[src/rtl/pba_pkg.sv]
// Shared types and constants for the page bitmap allocator.
// No dependencies; imported by every module of the block.
package pba_pkg;

	localparam int PAGE_W  = 16;   // page number width
	localparam int COUNT_W = 17;   // page count / free count width
	localparam int WORD_W  = 32;   // bitmap word width, pages per word
	localparam int BIT_W   = 5;    // bit position within a word
	localparam int MODE_W  = 2;
	localparam int STAT_W  = 2;
	localparam int MAX_PAGES = 65536;

	localparam logic [MODE_W-1:0] MODE_ALLOC     = 2'd0;
	localparam logic [MODE_W-1:0] MODE_MARK_USED = 2'd1;
	localparam logic [MODE_W-1:0] MODE_MARK_FREE = 2'd2;

	localparam logic [STAT_W-1:0] STAT_OK       = 2'd0;
	localparam logic [STAT_W-1:0] STAT_NO_FREE  = 2'd1;
	localparam logic [STAT_W-1:0] STAT_BAD_PAGE = 2'd2;

	typedef enum logic [2:0] {
		ST_CLEAR,
		ST_IDLE,
		ST_SCAN,
		ST_MARK,
		ST_DONE
	} state_t;

	// outcome of searching one bitmap word for a free page
	typedef struct packed {
		logic             found;
		logic [BIT_W-1:0] bit_pos;
	} scan_hit_t;

endpackage

[src/rtl/pba_word_scan.sv]
// Finds the lowest free page in one bitmap word, honouring the range bounds.
// Depends on pba_pkg for widths and the scan_hit_t result type.
module pba_word_scan
	import pba_pkg::*;
(
	input  logic [WORD_W-1:0] word,
	input  logic              is_first,   // word holds page 0, never handed out
	input  logic              is_last,    // word holds the top of the range
	input  logic [BIT_W-1:0]  lim_low,    // limit mod 32, zero means full word
	output scan_hit_t         hit
);

	logic [WORD_W-1:0] cand;

	always_comb begin
		for (int j = 0; j < WORD_W; j++) begin
			cand[j] = ~word[j]
				& ~(is_first && (j == 0))
				& ~(is_last && (lim_low != '0) && (BIT_W'(j) >= lim_low));
		end
	end

	always_comb begin
		hit.found   = |cand;
		hit.bit_pos = '0;
		for (int j = WORD_W - 1; j >= 0; j--) begin
			if (cand[j]) begin
				hit.bit_pos = BIT_W'(j);
			end
		end
	end

endmodule

[config.mk]
export PLATFORM = sky130hd
export DESIGN_NAME = pba_word_scan
export DESIGN_NICKNAME = d
export VERILOG_FILES = /design/src/rtl/pba_pkg.sv /design/src/rtl/pba_word_scan.sv
export SDC_FILE = /design/constraint.sdc
export NUM_CORES = 1
export LEC_CHECK = 0
export ABC_AREA = 1
export BUFFER_PORTS_ARGS = -buffer_cell sky130_fd_sc_hd__buf_2
export CORE_ASPECT_RATIO = 1.25
export CORE_MARGIN = 5
export CORE_UTILIZATION = 30
export DETAILED_ROUTE_END_ITERATION = 8
export GPL_TIMING_DRIVEN = 0
export PLACE_DENSITY = 0.56
export SYNTH_ARGS = -nofsm -noshare
export SYNTH_HDL_FRONTEND = slang
export SYNTH_SLANG_ARGS = --single-unit
[constraint.sdc]
create_clock -name vclk -period 3.2
set_clock_uncertainty 0.15 [all_clocks]
set_input_delay 0.16 -clock vclk [all_inputs]
set_output_delay 0.16 -clock vclk [all_outputs]
set_load 0.1 [all_outputs]
==> results_dict.tcl, run 1 <==
set metrics [dict create \
    status "complete, no violations" \
    dr.first_iter.drc_count 15 \
    worstSetupPathType "in -> out" \
    drive_gt1_frac 0.336 \
    die_w_um 57.2 \
    overflow 0 \
    end_kind "output pin" \
    design_area_um2 1260 \
    drt_wl_total_um 2640 \
    cts_hold_buf 0 \
    grt_max_degree 11 \
    cpMostUsedCell "nand2_1" \
    io_pins 45 \
    maxCapViolations 0 \
    fin_nets 267 \
    setup_violations 0 \
    synth_area_um2 835 \
    slowest_delay_ns 0.19 \
    wl_per_cell_um 10.1 \
    synth_warnings 0 \
    dieArea_um2 3940 \
    cp.arrival_ns 2.61 \
    drc_errors 0 \
    syn_avg_cell_area_um2 4.85 \
    first_pass_iters 4 \
    yosys-top-cells-count "nand2_1, nor2_1, inv_1, o21bai_1" \
    rsz0062_at_grt "yes" \
    rows 21 \
    vias 1183 \
    yosysSeqAreaShare 0 \
    utilization 0.469 \
    syn_inst 172 \
    placeableCoreArea_um2 2680 \
    dp.cells 250 \
    synth_cell_types 26 \
    yosysTopAreaCell "nand2_1" \
    n_antenna_cell 0 \
    cellLeakagePower_uw 0.000728 \
    via_per_inst 4.55 \
    holdPathStages 4 \
    hpwl_um 2300 \
    holdPathEnd "hit[0]" \
    slew_violations 0 \
    fin_crit_sh 0.913 \
    hold_viol 0 \
    drtAntennaViolNets 0 \
    power_density_nw_per_um2 153 \
    critPathLaunchType "input port" \
    crit_start "lim_low[0]" \
    first_global_vias 1160 \
    vdd_ir_drop_max_mv 0.124 \
    synthTopCellsByArea "nand2_1, nor2_1, o21bai_1" \
    holdCritStartpoint "word[0]" \
    nClkBuffers 0 \
    slew_headroom 0.679 \
    yosys.area.top_type_share 0.306 \
    period_needed_ns 2.92 \
    fin_cells 260 \
    grt_pass1_wl_um 4610 \
    place_area_um2 1110 \
    tightest_slew_ns 0.484 \
    seqCellArea_um2 0 \
    die_h_um 69.0 \
    seq_cell_count 0 \
    grtUsageTotal 0.139 \
    synth_most_common_cell "nand2_1" \
    crit_path_top_delay_cell "buf_12" \
    syn2layout_area_growth_pct 50.7 \
    critPathMaxFanout 5 \
    hold_path_class "in -> out" \
    floorplan.initialDensity 0.311 \
    syn-num-nets 211 \
    cp_data_required_time_ns 2.89 \
    clock.fmax_mhz 342 \
    grt_antenna_before_repair 0 \
    gp_congestion 0.878 \
    io_buffer_count 44 \
]
[layout by cell type, fill, tap and decap left out, drive strengths merged]
cell    count
nand2      71
buf        55
nor2       35
inv        20
o21bai     12
a21oi       5
a31o        4
nand3       4
o21ai       3
o211ai      3
a31oi       3
nand4       2
nand3b      2
nor3        2
a21o        1
or2         1
o31ai       1
a21boi      1
clkbuf      1
[per-stage QoR]
stage          setup WS [ns]  hold slack (ns)  TNS (ns)  power (uW)
6_report               0.278            0.618         0         192
5_1_grt              -0.0938            0.651   -0.0938         217
3_5_place_dp         -0.0250            0.760   -0.0250         170
2_1_floorplan        -0.0636            0.477   -0.0636         121
4_1_cts                0.101            0.693         0         171
3_3_place_gp         -0.0242            0.765   -0.0242         171
[logic make-up after synthesis]
| logic type | synth area share |
|---|---|
| buf+inv | 0.109 |
| simple gates | 0.612 |
| compound gates | 0.279 |
[worst max-delay path by stage]
stage / end / slack [ns] / cells after the start
final: hit[0] / 0.28 / 36
after global routing: hit[0] / -0.09 / 36
after CTS: hit[0] / 0.10 / 36
after detailed placement: hit[0] / -0.03 / 36
after global placement: hit[0] / -0.02 / 36
after floorplan: hit[2] / -0.06 / 11
[where the power goes]
group | internal [uW] | switching, uW | total [uW]
combinational | 79.9 | 112 | 192
clock | 0 | 0 | 0
sequential | 0 | 0 | 0
[layout make-up]
| cell class | count | area [um^2] |
|---|---|---|
| Tap cell | 34 | 42.5 |
| Multi-Input combinational cell | 150 | 777 |
| Inverter | 20 | 80.1 |
| Fill cell | 329 | 1420 |
| Buffer | 2 | 16.3 |
| Timing Repair Buffer | 54 | 342 |
[per-layer routing]
layer	track usage	share of wire	vias up
met1	0.158	0.42	486
met4	0.0348	0.022	0
li1	-	-	663
met3	0.0242	0.066	4
met5	0	0	-
met2	0.269	0.49	30
[what timing repair did]
item / CTS / global route
setup buffers: 0 / 10
resized for setup: 1 / 24
endpoints found under the setup margin: 1 / 2
pin swaps: 0 / 11
[critical path: cells and delay by family]
family | cells | cell delay, ns
and+or+nand+nor | 31 | 1.83
buffers and inverters | 4 | 0.46
AOI/OAI and AO/OA | 1 | 0.16
No activity file was read; power rests on OpenSTA's default activity.
==> inputs of run 2 (changes only) <==
--- a/config.mk
+++ b/config.mk
@@ -6,5 +6,4 @@
 export NUM_CORES = 1
 export LEC_CHECK = 0
-export ABC_AREA = 1
 export BUFFER_PORTS_ARGS = -buffer_cell sky130_fd_sc_hd__buf_2
 export CORE_ASPECT_RATIO = 1.25
@@ -13,5 +12,5 @@
 export DETAILED_ROUTE_END_ITERATION = 8
 export GPL_TIMING_DRIVEN = 0
-export PLACE_DENSITY = 0.56
+export PLACE_DENSITY = 0.53
 export SYNTH_ARGS = -nofsm -noshare
 export SYNTH_HDL_FRONTEND = slang
==> constraint.sdc (replaced) <==
create_clock -name vclk -period 3.2
set_clock_uncertainty 0.15 [all_clocks]
set_input_delay 0.64 -clock vclk [all_inputs]
set_output_delay 0.64 -clock vclk [all_outputs]
set_load 0.1 [all_outputs]
==> run 2 against run 1 <==
The run now ends with setup timing left. Final cell count is 11% higher. Non-clock buffer count is 15 higher. Final area up 62%. Via count is 53% higher. Clock-buffer cell count unchanged. Sequential share of layout area unchanged. Routed wire length rose by 97%. Maximum frequency down 18%. Critical path depth down 26. Worst setup slack got worse by 0.62 ns. Critical endpoint unchanged. Largest power group unchanged.
==> results_dict.tcl, run 2 <==
set metrics [dict create \
    status "finished, violations left" \
    violations "setup timing" \
    wl_per_cell_um 18.0 \
    p_int_uw 131 \
    clock.fmax_mhz 282 \
    die_h_um 78.0 \
    rsz0062_at_grt "yes" \
    drt_wl_total_um 5200 \
    first_pass_iters 4 \
    slew_headroom 0.695 \
    fillers 351 \
    power_density_nw_per_um2 151 \
    holdPathStages 5 \
    hold_path_class "in -> out" \
    io_buffer_count 44 \
    vias 1807 \
    synth_most_common_cell "nand2_1" \
    placeableCoreArea_um2 3540 \
    critPathLaunchType "input port" \
    switchingPower_uw 176 \
    maxCapViolations 0 \
    grt_antenna_before_repair 0 \
    seq_cell_count 0 \
    yosys-top-cells-count "nand2_1, a21oi_1, o21ai_0, nor2_1" \
    fin_crit_sh 1.11 \
    drc_errors 0 \
    yosysSeqAreaShare 0 \
    holdPathEnd "hit[0]" \
    holdCritStartpoint "word[14]" \
    cts_hold_buf 0 \
    syn2layout_area_growth_pct 82.9 \
    utilization 0.573 \
    die_w_um 64.4 \
    pwr-share-comb 1.000 \
    worstSetupPathType "in -> out" \
    first_global_vias 1773 \
    setup_violations 6 \
    syn_avg_cell_area_um2 5.88 \
    fin_nets 290 \
    end_kind "output pin" \
    final_cell_mix "buf_2, nand2_1, buf_4, a21oi_1, o21ai_0" \
    finalPower_uw 307 \
    vdd_ir_drop_max_mv 0.125 \
    seqCellArea_um2 0 \
    gr-usage-met3 0.0100 \
    drtAntennaViolNets 0 \
    nClkBuffers 0 \
    crit_start "lim_low[2]" \
    place_ws_ns -1.07 \
    p_clk_frac 0 \
    yosys.area.top_type_share 0.0856 \
    critPathMaxFanout 5 \
    gp_congestion 0.806 \
    period_needed_ns 3.54 \
    n_antenna_cell 0 \
    synthTopCellsByArea "a21oi_1, o21ai_0, nand2_1" \
    met2_usage 0.365 \
    swShare 0.573 \
    dieArea_um2 5030 \
    tightest_slew_ns 0.457 \
    overflow 0 \
    grtUsageTotal 0.204 \
    p_seq_frac 0 \
    hold_viol 0 \
    final_common_cell "buf_2" \
    dr.first_iter.drc_count 141 \
    met1_usage 0.261 \
    fin_ws_ns -0.344 \
    synth_area_um2 1110 \
    hpwl_um 3710 \
    cp.arrival_ns 2.75 \
    io_pins 45 \
    cellLeakagePower_uw 0.000807 \
    grt_max_degree 11 \
    rows 24 \
    synth_warnings 0 \
    yosysTopAreaCell "a21oi_1" \
    grt_pass1_wl_um 8480 \
    busiest_layer "met2" \
    synth_cell_types 53 \
    worst_hold_slack_ns 1.70 \
    via_per_inst 6.27 \
    floorplan.initialDensity 0.314 \
    drive_gt1_frac 0.506 \
    syn_inst 189 \
    cp_data_required_time_ns 2.41 \
    syn-num-nets 228 \
    slew_violations 0 \
    multi_input_area_um2 1380 \
]
[run 2: cell types whose count changed in the layout (fill, tap and decap cells not counted), sizes merged, moves of 4 or more]
cell	before	now
nand2	71	25
nor2	35	9
o21ai	3	20
a21oi	5	19
inv	20	6
o21bai	12	0
buf	55	64
nor2b	0	8
a22oi	0	5
a31oi	3	8
clkbuf	1	6
nor3	2	6
[run 2: timing repair]
action	4_1_cts	5_1_grt
endpoints found under the setup margin	6	6
setup buffers	14	1
pin swaps	19	8
cloned	2	0
gates resized for setup	94	9
[run 2: stage by stage]
stage | cells | setup TNS [ns] | instance area [um^2]
3_5_place_dp | 272 | -4.16 | 1480
6_report | 288 | -1.55 | 2030
2_1_floorplan | 189 | -1.39 | 1210
3_3_place_gp | 272 | -4.25 | 1480
5_1_grt | 288 | -2.10 | 2030
4_1_cts | 287 | -1.46 | 1990
[run 2: how the worst max path moves through the flow]
| stage | endpoint | slack [ns] | depth (start not counted) |
|---|---|---|---|
| after floorplan | hit[1] | -0.38 | 8 |
| after global placement | hit[0] | -1.10 | 9 |
| after detailed placement | hit[0] | -1.07 | 9 |
| after CTS | hit[1] | -0.34 | 9 |
| after global routing | hit[1] | -0.44 | 9 |
| final | hit[0] | -0.34 | 10 |
[run 2: kinds of logic (layout without fill, tap and decap cells)]
| logic type | count (synthesis) | count (layout) | synth area share |
|---|---|---|---|
| AOI/OAI and AO/OA | 90 | 90 | 0.535 |
| buffers and inverters | 18 | 77 | 0.0777 |
| xor gates and xnor gates | 1 | 1 | 0.00788 |
| adders and majority gates | 1 | 1 | 0.00901 |
| and+or+nand+nor | 78 | 79 | 0.360 |
| muxes | 1 | 1 | 0.0101 |
[run 2: area by class of cell]
| cell class | count | share of cell area |
|---|---|---|
| multi-input combinational | 172 | 0.679 |
| timing repair buffer | 60 | 0.235 |
| buffer | 11 | 0.0505 |
| tap | 39 | 0.0240 |
| inverter | 6 | 0.0111 |
[run 2: worst max-delay path: stages]
cell,delay (ns)
buf_12,0.11
buf_4,0.13
or4_4,0.58
nor2_2,0.12
o21ai_1,0.08
a311oi_1,0.32
a311o_1,0.19
a31oi_2,0.11
o31a_4,0.30
buf_12,0.17
[run 2: power groups by stage]
stage	clock, uW	combinational [uW]	sequential, uW
6_report	0	307	0
5_1_grt	0	328	0
4_1_cts	0	297	0
3_5_place_dp	0	222	0
3_3_place_gp	0	224	0
2_1_floorplan	0	154	0
[run 2: per-layer routing]
metal | vias to the layer above | part of all wire
met4 | 0 | 0.032
li1 | 865 | -
met2 | 82 | 0.48
met3 | 12 | 0.057
met1 | 848 | 0.43
met5 | - | 0
==> inputs of run 3 (changes only) <==
SETUP_SLACK_MARGIN = 0.3   (was unset)
clock period = 4.2 ns   (was 3.2 ns; I/O delays follow)
==> run 3 against run 2 <==
The run now ends clean. Die area is the same. Critical path depth is the same. Combinational power shrank 35%. Via count shrank 8.0%. First-iteration DRC count shrank 17%. Final cell count shrank 3.8%. Sequential share of layout area is the same. Final area shrank 15%. Critical path type unchanged. Critical endpoint unchanged.
==> results_dict.tcl, run 3 (synthesized netlist as in run 2, its figures left out) <==
set metrics [dict create \
    slowest_delay_ns 0.52 \
    vias 1662 \
    rsz0062_at_grt "yes" \
    drt_wl_total_um 4740 \
    vdd_ir_drop_max_mv 0.0934 \
    hpwl_um 3690 \
    rows 24 \
    worstPathBufferInverterCount 3 \
    dieArea_um2 5030 \
    crit_path_top_delay_cell "or4_4" \
    fin_cells 277 \
    seqCellArea_um2 0 \
    n_antenna_cell 0 \
    cp.arrival_ns 3.03 \
    dr.first_iter.drc_count 117 \
    design_area_um2 1730 \
    placeableCoreArea_um2 3540 \
    drc_errors 0 \
    final_common_cell "buf_2" \
    io_buffer_count 44 \
    crit_path_cell_trace "buf_12 > or4_4 > buf_6 > or2_4 > a31oi_2 > a311oi_2 > a311o_1 > a31oi_2 > o31a_4 > buf_12" \
    drive_gt1_frac 0.429 \
    grt_antenna_before_repair 0 \
    die_h_um 78.0 \
    gp_congestion 0.798 \
    crit_start "lim_low[2]" \
    die_w_um 64.4 \
    critPathLaunchType "input port" \
    holdCritStartpoint "word[14]" \
    finalPower_uw 201 \
    fin_nets 279 \
    hold_viol 0 \
    maxCapViolations 0 \
    place_area_um2 1450 \
    slew_headroom 0.652 \
    cts_hold_buf 0 \
    end_kind "output pin" \
    cp_data_required_time_ns 3.21 \
    cellLeakagePower_uw 0.000654 \
    fin_crit_sh 0.958 \
    first_global_vias 1615 \
    worstSetupPathType "in -> out" \
    fillers 395 \
    wl_per_cell_um 17.1 \
    power_density_nw_per_um2 117 \
    grt_pass1_wl_um 7650 \
    critical_path.top_delay_family "compound AO/OA/AOI/OAI gates" \
    critPathMaxFanout 8 \
    grt_max_degree 11 \
    tightest_slew_ns 0.522 \
    period_needed_ns 4.02 \
    dp.cells 272 \
    final_cell_mix "buf_2, nand2_1, a21oi_1, o21ai_0" \
    slew_violations 0 \
    overflow 0 \
    grtUsageTotal 0.182 \
    setup_violations 0 \
    seq_cell_count 0 \
    hold_path_class "in -> out" \
    io_pins 45 \
    floorplan.initialDensity 0.314 \
    via_per_inst 6.00 \
    status "complete, no violations" \
    drtAntennaViolNets 0 \
    clock.fmax_mhz 249 \
    first_pass_iters 4 \
    nClkBuffers 0 \
    multi_input_area_um2 1250 \
    syn2layout_area_growth_pct 55.3 \
]
-- run 3: changes by cell type in the layout (fill, tap and decap cells not counted), moves of 3 or more --
| cell | previous run | this run |
|---|---|---|
| buf_4 | 15 | 6 |
| buf_2 | 36 | 40 |
| nor3_4 | 4 | 0 |
| buf_12 | 7 | 4 |
| buf_6 | 6 | 3 |
| nor2b_4 | 4 | 1 |
| nor3_2 | 0 | 3 |
| o21ai_0 | 12 | 15 |
-- run 3: timing repair --
item | CTS | global route
resized for setup | 45 | 18
setup buffers | 4 | 1
pin swaps | 10 | 8
setup endpoints to repair | 6 | 6
gates cloned | 0 | 0
-- run 3: final timing paths --
path / slack (ns) / cells after the start / end
setup / recovery: 0.18 / 10 / hit[0]
hold / removal: 2.09 / 5 / hit[0]
-- run 3: worst min-delay path: stages --
cell     delay (ns)
buf_2          0.10
nand2_1        0.05
nand4_1        0.10
o31a_4         0.15
buf_12         0.16
-- run 3: report_power, final --
part / switching (uW) / internal (uW)
sequential: 0 / 0
clock: 0 / 0
combinational: 120 / 80.8
total: 120 / 80.8
-- run 3: cell type report --
type / instances / share of cell area
Inverter: 6 / 0.0131
Timing Repair Buffer: 49 / 0.190
Multi-Input combinational cell: 171 / 0.722
Buffer: 12 / 0.0464
Tap cell: 39 / 0.0283
-- run 3: routing by layer --
| metal | up-vias | wire, um | track usage |
|---|---|---|---|
| li1 | 839 | - | - |
| met1 | 777 | 1970 | 0.235 |
| met2 | 44 | 2530 | 0.343 |
| met3 | 2 | 227 | 0.0143 |
| met4 | 0 | 19 | 0.0106 |
| met5 | - | 0 | 0 |
-- run 3: per-stage QoR --
step	worst slack (ns)	util	hold WS (ns)	setup TNS (ns)
3_5_place_dp	-0.516	0.409	2.29	-0.849
6_report	0.177	0.487	2.09	0
3_3_place_gp	-0.563	0.409	2.30	-1.03
4_1_cts	0.172	0.465	2.09	0
2_1_floorplan	0.217	-	1.92	0
5_1_grt	0.121	0.487	2.12	0
